`config.mk`:
```
export PLATFORM = sky130hd
export DESIGN_NAME = lsmid_div
export DESIGN_NICKNAME = d
export VERILOG_FILES = /design/src/rtl/lsmid_pkg.sv /design/src/rtl/lsmid_div.sv
export SDC_FILE = /design/constraint.sdc
export NUM_CORES = 1
export LEC_CHECK = 0
export ABC_CLOCK_PERIOD_IN_PS = 10100
export BUFFER_PORTS_ARGS = -buffer_cell sky130_fd_sc_hd__buf_4
export CAP_MARGIN = 10
export CELL_PAD_IN_SITES_DETAIL_PLACEMENT = 0
export CELL_PAD_IN_SITES_GLOBAL_PLACEMENT = 2
export CORE_MARGIN = 3
export CORE_UTILIZATION = 46
export DETAILED_ROUTE_END_ITERATION = 7
export PLACE_DENSITY = 0.95
export REMOVE_ABC_BUFFERS = 1
export SYNTH_ARGS = -nofsm -noshare
export SYNTH_HDL_FRONTEND = slang
export SYNTH_SLANG_ARGS = --single-unit
```
`constraint.sdc`:
```
create_clock -name i_clk -period 10.1 [get_ports i_clk]
set_clock_uncertainty 0.05 [all_clocks]
set_input_delay 3.03 -clock i_clk [delete_from_list [all_inputs] [get_ports i_clk]]
set_output_delay 3.03 -clock i_clk [all_outputs]
set_load 0.005 [all_outputs]
```
`src/rtl/lsmid_pkg.sv`:
```
// Shared constants and types for the lattice site distance pipeline.
`timescale 1ns / 1ps
`default_nettype none

package lsmid_pkg;

    // Field widths of the stream items
    localparam int IDX_W  = 18;
    localparam int DIST_W = 26;
    localparam logic [DIST_W-1:0] DIST_MAX = {DIST_W{1'b1}};

    // Configuration register indexes
    localparam logic [2:0] REG_KIND  = 3'd0;
    localparam logic [2:0] REG_LEN_A = 3'd1;
    localparam logic [2:0] REG_LEN_B = 3'd2;
    localparam logic [2:0] REG_SIDE  = 3'd3;
    localparam logic [2:0] REG_WRAP  = 3'd4;

    // Crystal kinds
    localparam logic [2:0] KIND_RECT   = 3'd0;
    localparam logic [2:0] KIND_CRECT  = 3'd1;
    localparam logic [2:0] KIND_TRI    = 3'd2;
    localparam logic [2:0] KIND_HONEY  = 3'd3;
    localparam logic [2:0] KIND_KAGOME = 3'd4;
    localparam logic [2:0] KIND_LIEB   = 3'd5;

    // Q0.16 scale factors: sqrt3/2, sqrt3/6, sqrt3/4
    localparam logic [15:0] K_SQRT3_2 = 16'd56756;
    localparam logic [15:0] K_SQRT3_6 = 16'd18919;
    localparam logic [15:0] K_SQRT3_4 = 16'd28378;

    // ceil(2^19 / 3): exact divide by three for 18-bit indexes
    localparam logic [17:0] DIV3_MUL = 18'd174763;

    // Stage flow control handed to the pipelined units
    typedef struct packed {
        logic en;
        logic vld;
    } t_flow;

endpackage

`default_nettype wire

```
`src/rtl/lsmid_div.sv`:
```
// Pipelined restoring divider, one quotient bit per stage.
`timescale 1ns / 1ps
`default_nettype none

module lsmid_div #(
    parameter int NW  = 18,
    parameter int DVW = 9,
    parameter int QBW = 8,
    parameter int PW  = 1
) (
    input  wire logic             i_clk,
    input  wire logic             i_rst_n,
    input  wire lsmid_pkg::t_flow i_flow,
    input  wire logic [NW-1:0]    i_dividend,
    input  wire logic [DVW-1:0]   i_divisor,
    input  wire logic [PW-1:0]    i_pay,
    output logic                  o_vld,
    output logic [QBW-1:0]        o_quo,
    output logic [NW-1:0]         o_rem,
    output logic [PW-1:0]         o_pay
);

    localparam int CPW = (NW > DVW + QBW) ? NW : DVW + QBW;

    logic [NW-1:0]  st_rem [QBW+1];
    logic [QBW-1:0] st_q   [QBW+1];
    logic [PW-1:0]  st_pay [QBW+1];
    logic           st_vld [QBW+1];

    assign st_rem[0] = i_dividend;
    assign st_q[0]   = '0;
    assign st_pay[0] = i_pay;
    assign st_vld[0] = i_flow.vld;

    for (genvar g = 0; g < QBW; g++) begin : g_stage
        localparam int BI = QBW - 1 - g;
        logic [CPW-1:0] sh;
        logic           take;
        logic [NW-1:0]  r_rem;
        logic [QBW-1:0] r_q;
        logic [PW-1:0]  r_pay;
        logic           r_vld;

        assign sh   = CPW'(i_divisor) << BI;
        assign take = CPW'(st_rem[g]) >= sh;

        always_ff @(posedge i_clk) begin
            if (!i_rst_n) begin
                r_vld <= 1'b0;
            end else if (i_flow.en) begin
                r_vld <= st_vld[g];
            end
        end

        always_ff @(posedge i_clk) begin
            if (i_flow.en) begin
                r_rem <= take ? NW'(CPW'(st_rem[g]) - sh) : st_rem[g];
                r_q   <= st_q[g] | (take ? (QBW'(1) << BI) : '0);
                r_pay <= st_pay[g];
            end
        end

        assign st_rem[g+1] = r_rem;
        assign st_q[g+1]   = r_q;
        assign st_pay[g+1] = r_pay;
        assign st_vld[g+1] = r_vld;
    end

    assign o_vld = st_vld[QBW];
    assign o_quo = st_q[QBW];
    assign o_rem = st_rem[QBW];
    assign o_pay = st_pay[QBW];

endmodule

`default_nettype wire

```
==> reports/qor.txt, run 1 <==
FF-to-FF End: o_rem[5]
Tmin final: 5819 ps
Fill cell count: 2,004
Flops & latches, synth: 196
Hold Path Depth: 0
Rows: 55
F_max: 0.1718 GHz
Top_reg_cell synth: edfxtp_1
# DRC: 0
Htree depth: 4
Min-Delay Startpoint: g_stage[5].r_q[4]
1st-iter DRT viols: 455
Wire per inst: 15.70 microns
Internal power: 1.896 mW
Seq pwr share: 44.3%
Drt via density: 5.504
Mapped Cells: 947
DRT Pass-1 Iters: 6
Total CTS buffers: 17
Required @ worst endpoint: 10,230 ps
Max cap viols: 0
Syn avg cell area: 11.61 sq um
Crit path kind: input pin to flip-flop
WP data arrival: 5950 ps
Routed WL: 20,990 microns
Total GRT Usage: 16.93%
# IOs: 60
Yosys warnings: 0
CTS Hold Buffers Added: 0
R2r setup slk: 6790 ps
Root Buffer: clkbuf_16
Area after DPL: 0.01178 sq mm
Mapped Area: 0.01100 sq mm
Hold Crit Class: flip-flop to flip-flop
Rel. slew slack: 24.75%
Pleak: 4.552 nW
TritonCTS clock tree: built
Share of cells above drive strength 1: 13.09%
Sequential-to-total area share from yosys stat: 52.78%
Nets: 1,123
Ant. Diodes: 0
RSZ-0062 raised after global routing: false
PostCTS Resize Cnt: 0
DRT antenna net count: 0
Die Y: 160.6 microns
Status: finished, final reports clean
Share of synthesized registers carrying an async set or reset: 0%
Pin count of the biggest net entering global routing: 112
Core ar.: 0.02305 sq mm
PortBufs: 59
Top-area cell type share of the netlist area: 51.33%
Final HPWL DP: 15,410 microns
Die X: 160.6 microns
Cell variety after synth: 69
Startpoint types: input pin
Gr ovfl total: 0
Final hold vios: 0
Power Dens Cells: 227.5 mW/mm^2
Fraction of the cycle the final worst path needs: 57.62%
Sw Pwr: 0.9156 mW
Clock power frac: 23.3%
Initial core utilization: 47.71%
Worst-Margin Slew: 1127 ps
Antenna violations before repair: 0
Logic gate share of total power: 32.4%
Worst-path clk slew: 70 ps
Vias in the first global route: 7,691
Hold endpoint: g_stage[6].r_q[4]
Fin. max-slew vios: 0
Synth-to-layout area growth: 12.33%
Sw Share: 32.57%
Worst Setup End Kind: flip-flop
Number of synthesized flops with an enable pin: 188
Yosys top cell by area: edfxtp_1
Reg2Reg Depth: 9
TNS Setup: 0 ps
FF-to-FF Start: g_stage[6].r_rem[0]
Clock Sink Count: 196
Critical path fanouts, max: 20
Final setup violation count: 0
Die Area: 0.02580 sq mm
First-pass GRT wire length: 35,490 microns
Post-CTS setup repair buffer count: 0
Synth top area cells: edfxtp_1 (51%), ha_1 (8.2%), xnor2_1 (3.8%), a21oi_1 (3.3%), xor2_1 (2.7%)
VDD IR-drop max: 0.1062 mV
GPL Wtd Cong: 0.8753
Clock buffer depth: 2
Worst-Skew Late Latency: 430 ps
Design Area, Final: 0.01236 sq mm
Vias after detailed routing: 7,359
Layout Utilization: 53.60%
layout by cell type (no fill, tap or decap), drive strengths merged, types with 19 or more instances in the layout:
cell / netlist / routed
a21oi: 74 / 74
inv: 38 / 43
clkbuf: 12 / 19
nor2b: 22 / 22
edfxtp: 188 / 188
xnor2: 48 / 48
buf: 5 / 61
nor2: 77 / 77
ha: 72 / 72
nor3: 30 / 30
mux2: 19 / 19
nand2: 67 / 67
o21ai: 51 / 51
xor2: 34 / 34
kinds of logic (layout without fill, tap and decap cells):
logic type	after synthesis	count (layout)	synth area share (%)
buffers and inverters	56	133	2.116
multiplexers	27	27	2.673
AND/OR/NAND/NOR	295	295	13.87
flip-flops	196	196	52.78
AO/OA/AOI/OAI	211	211	12.39
XOR/XNOR	82	82	6.529
adder cells (fa/ha/maj)	80	80	9.646
synthesized netlist by cell type, types with 3 or more instances:
master,instances
nand3b_1,4
clkbuf_1,12
or2_2,8
inv_1,38
nor3b_1,3
or3_1,6
nand2_1,67
edfxtp_1,188
xnor2_1,48
fa_1,8
o211ai_1,7
nor4b_1,3
nor2b_1,22
and2_1,3
mux2_2,18
buf_2,3
o2111ai_1,4
a21o_1,11
a211oi_1,11
nand2b_1,10
nand3_1,14
o21a_1,12
o31a_1,4
o21ai_2,6
dfxtp_1,8
nand4_1,9
nor2_1,77
a21oi_1,73
a31oi_1,4
xor2_1,34
o21ai_0,45
mux2i_1,8
nand4b_1,6
or4_1,8
nor3_1,29
nor4_1,14
o31ai_1,9
and3_1,3
ha_1,72
power groups by stage:
stage / registers [mW] / logic (mW) / clock network (mW)
floorplan: 1.23 / 0.702 / 0
global placement: 1.26 / 0.898 / 0
detailed placement: 1.26 / 0.910 / 0
CTS: 1.24 / 0.914 / 0.670
global route: 1.26 / 1.04 / 0.705
finish: 1.24 / 0.912 / 0.656
critical path, cell delays in order:
cell	delay [ps]
buf_4	160
inv_1	260
fa_1	550
a211o_1	350
a21oi_2	170
o31ai_1	170
or4_1	860
mux2_2	390
cell type report:
class,instances,area (sq um),share of cell area (%)
repair buffers,62,471.7,3.818
clock buffers,18,429.2,3.473
inverters,39,146.4,1.185
well taps,313,391.6,3.170
multi-input cells,695,4966,40.19
flip-flops and latches,196,5806,46.99
clock inverters,14,145.1,1.175
metal layers:
metal	GRT usage, %	wire, microns	up-vias
li1	-	-	3689
met1	18.34	8564	3511
met2	32.45	11260	123
met3	3.147	591	36
met4	6.469	565	0
met5	0	0	-
worst max-delay path by stage:
stage / start / endpoint / slack (ps) / cells past startpoint
finish: i_divisor[1] / o_rem[5] / 4280 / 8
global route: i_divisor[1] / o_rem[5] / 4060 / 8
CTS: i_divisor[1] / o_rem[5] / 4260 / 8
detailed placement: i_divisor[1] / o_rem[5] / 3800 / 8
global placement: i_divisor[1] / o_rem[1] / 3860 / 8
floorplan: i_divisor[6] / g_stage[0].r_rem[10] / 4160 / 7
registers in the layout, summed over array words and instances (netlist names):
register / flops
g_stage.r_pay: 7
g_stage.r_q: 28
g_stage.r_rem: 126
g_stage.r_vld: 7
o_pay: 1
o_quo: 8
o_rem: 18
o_vld: 1
stage by stage:
stage	std cells	hold slack, ps	power (mW)	setup WS [ps]
detailed placement	1305	354.5	2.170	3801
global placement	1305	350.2	2.158	3856
finish	1337	366.3	2.811	4281
CTS	1337	371.8	2.827	4264
global route	1337	376.8	3.006	4060
floorplan	930	350.3	1.935	4158
(Power assumes the default switching activity.)
==> inputs of run 2 (changes only) <==
Settings changed: ABC_CLOCK_PERIOD_IN_PS 10100 to 5100, CORE_UTILIZATION 46 to 38, PLACE_DENSITY 0.95 to 0.85.
Clock period 10.1 ns to 5.1 ns, I/O delays scaled along.
==> run 2 against run 1 <==
Cell count grew 6.1%; wire length grew 2.7%; power grew 100%; hold slack gained 3.2 ps; setup slack lost 3300 ps; utilization shrank 8.9 points; design area grew 1.8%; count of clock-buffer cells in the layout shrank 1; sequential cell count is the same; critical path depth grew 1; sequential power grew 98%; critical endpoint unchanged; largest cell class unchanged; highest routed layer unchanged.
==> reports/qor.txt, run 2 (synthesized netlist as in run 1, its figures left out) <==
Pleak: 4.641 nW
WP data arrival: 4300 ps
Worst-Margin Slew: 643.4 ps
Fin cells: 1,418
Multi-input logic area: 0.004966 sq mm
Vias after detailed routing: 7,343
Wire per inst: 15.20 microns
Design Area, Final: 0.01258 sq mm
Seq. cell area: 0.005806 sq mm
Reg2Reg Depth: 9
FF-to-FF End: o_rem[5]
First-pass GRT wire length: 35,640 microns
Min-Delay Startpoint: g_stage[6].r_q[3]
Worst-path clk slew: 80 ps
Core ar.: 0.02816 sq mm
Ant. Diodes: 0
Top reg by flops: g_stage.r_rem
Crit path to: o_rem[5]
WHS: 369.5 ps
Fraction of the cycle the final worst path needs: 81.60%
Max cap viols: 0
# IOs: 60
Root Buffer: clkbuf_16
Crit-path slowest cell: or4_1
Max reg flops: 126
Status: finished, final reports clean
TritonCTS clock tree: built
CTS Hold Buffers Added: 0
Most frequent cells in the layout: edfxtp_1 (188), nor2_1 (77), buf_4 (76), a21oi_1 (73), ha_1 (72)
Worst Setup SP: i_divisor[0]
Pin count of the biggest net entering global routing: 85
FF-to-FF Start: g_stage[6].r_rem[0]
Worst Setup End Kind: flip-flop
Worst path max stage delay: 870 ps
Critical path depth: 9
TNS Setup: 0 ps
Crit path kind: input pin to flip-flop
Clock buffer depth: 2
Total CTS buffers: 17
R2r setup slk: 1760 ps
Startpoint types: input pin
Worst-path cell chain: buf_4, ha_1, inv_1, fa_1, a211o_1, a21oi_2, o31ai_1, or4_1, mux2_2
Routed WL: 21,560 microns
Pwr Total: 5.624 mW
Final HPWL DP: 16,190 microns
Commonest non-fill, non-tap cell in the layout: edfxtp_1
Final hold vios: 0
RSZ-0062 raised after global routing: false
Total GRT Usage: 14.39%
Worst-Skew Late Latency: 440 ps
Post-CTS setup repair buffer count: 0
1st-iter DRT viols: 284
Area after DPL: 0.01200 sq mm
Cell family contributing the most delay on the critical path: simple AND/OR/NAND/NOR gates
GPL Wtd Cong: 0.8533
Fill cell count: 2,649
Share of cells above drive strength 1: 14.71%
Bufs and invs on worst path: 2
Htree depth: 4
Critical path fanouts, max: 20
Clock Sink Count: 196
VDD IR-drop max: 0.1823 mV
DRT Pass-1 Iters: 4
Final setup violation count: 0
Die Y: 176.1 microns
Die Area: 0.03102 sq mm
Vias in the first global route: 7,529
Synth-to-layout area growth: 14.36%
Tmin final: 4161 ps
Layout Utilization: 44.66%
F_max: 0.2403 GHz
Hold Crit Class: flip-flop to flip-flop
Final worst setup slack: 938.5 ps
Power Dens Cells: 447.1 mW/mm^2
Placed Cells: 1,386
Required @ worst endpoint: 5240 ps
Gr ovfl total: 0
Antenna violations before repair: 0
Fin. max-slew vios: 0
# DRC: 0
Initial core utilization: 39.06%
PostCTS Resize Cnt: 0
DP Worst Slack: 492.0 ps
Die X: 176.1 microns
Drt via density: 5.178
Rel. slew slack: 57.11%
DRT antenna net count: 0
Rows: 61
Nets: 1,139
PortBufs: 59
==> run 2: cell types whose count changed in the layout (fill, tap and decap cells not counted) <==
cell and change:
buf_12 +1, buf_4 +15, clkbuf_1 -1, clkinv_1 -2, clkinv_8 -2, clkinvlp_4 +1, inv_8 +4
==> run 2: routing by layer <==
| metal | global-route usage (%) | vias up | share of wire [%] |
|---|---|---|---|
| li1 | - | 3718 | - |
| met1 | 15.51 | 3496 | 41 |
| met2 | 28.09 | 105 | 55 |
| met3 | 2.602 | 24 | 2.4 |
| met4 | 4.685 | 0 | 1.9 |
| met5 | 0 | - | 0 |
==> run 2: power breakdown <==
part / switching, mW / internal [mW]
Clock: 0.689 / 0.659
Combinational: 0.952 / 0.866
Sequential: 0.211 / 2.25
==> run 2: final cells by class <==
type | instances | share of cell area [%]
Tap cell | 378 | 3.760
Clock inverter | 15 | 1.253
Clock buffer | 17 | 3.382
Inverter | 39 | 1.164
Multi-Input combinational cell | 695 | 39.48
Sequential cell | 196 | 46.16
Timing Repair Buffer | 78 | 4.805
==> run 2: how the worst min path moves through the flow <==
stage	to	cells after the start
final	o_quo[3]	0
after global routing	g_stage[2].r_q[6]	0
after CTS	g_stage[2].r_q[6]	0
after detailed placement	g_stage[4].r_q[6]	0
after global placement	g_stage[4].r_q[5]	0
after floorplan	g_stage[1].r_pay	0
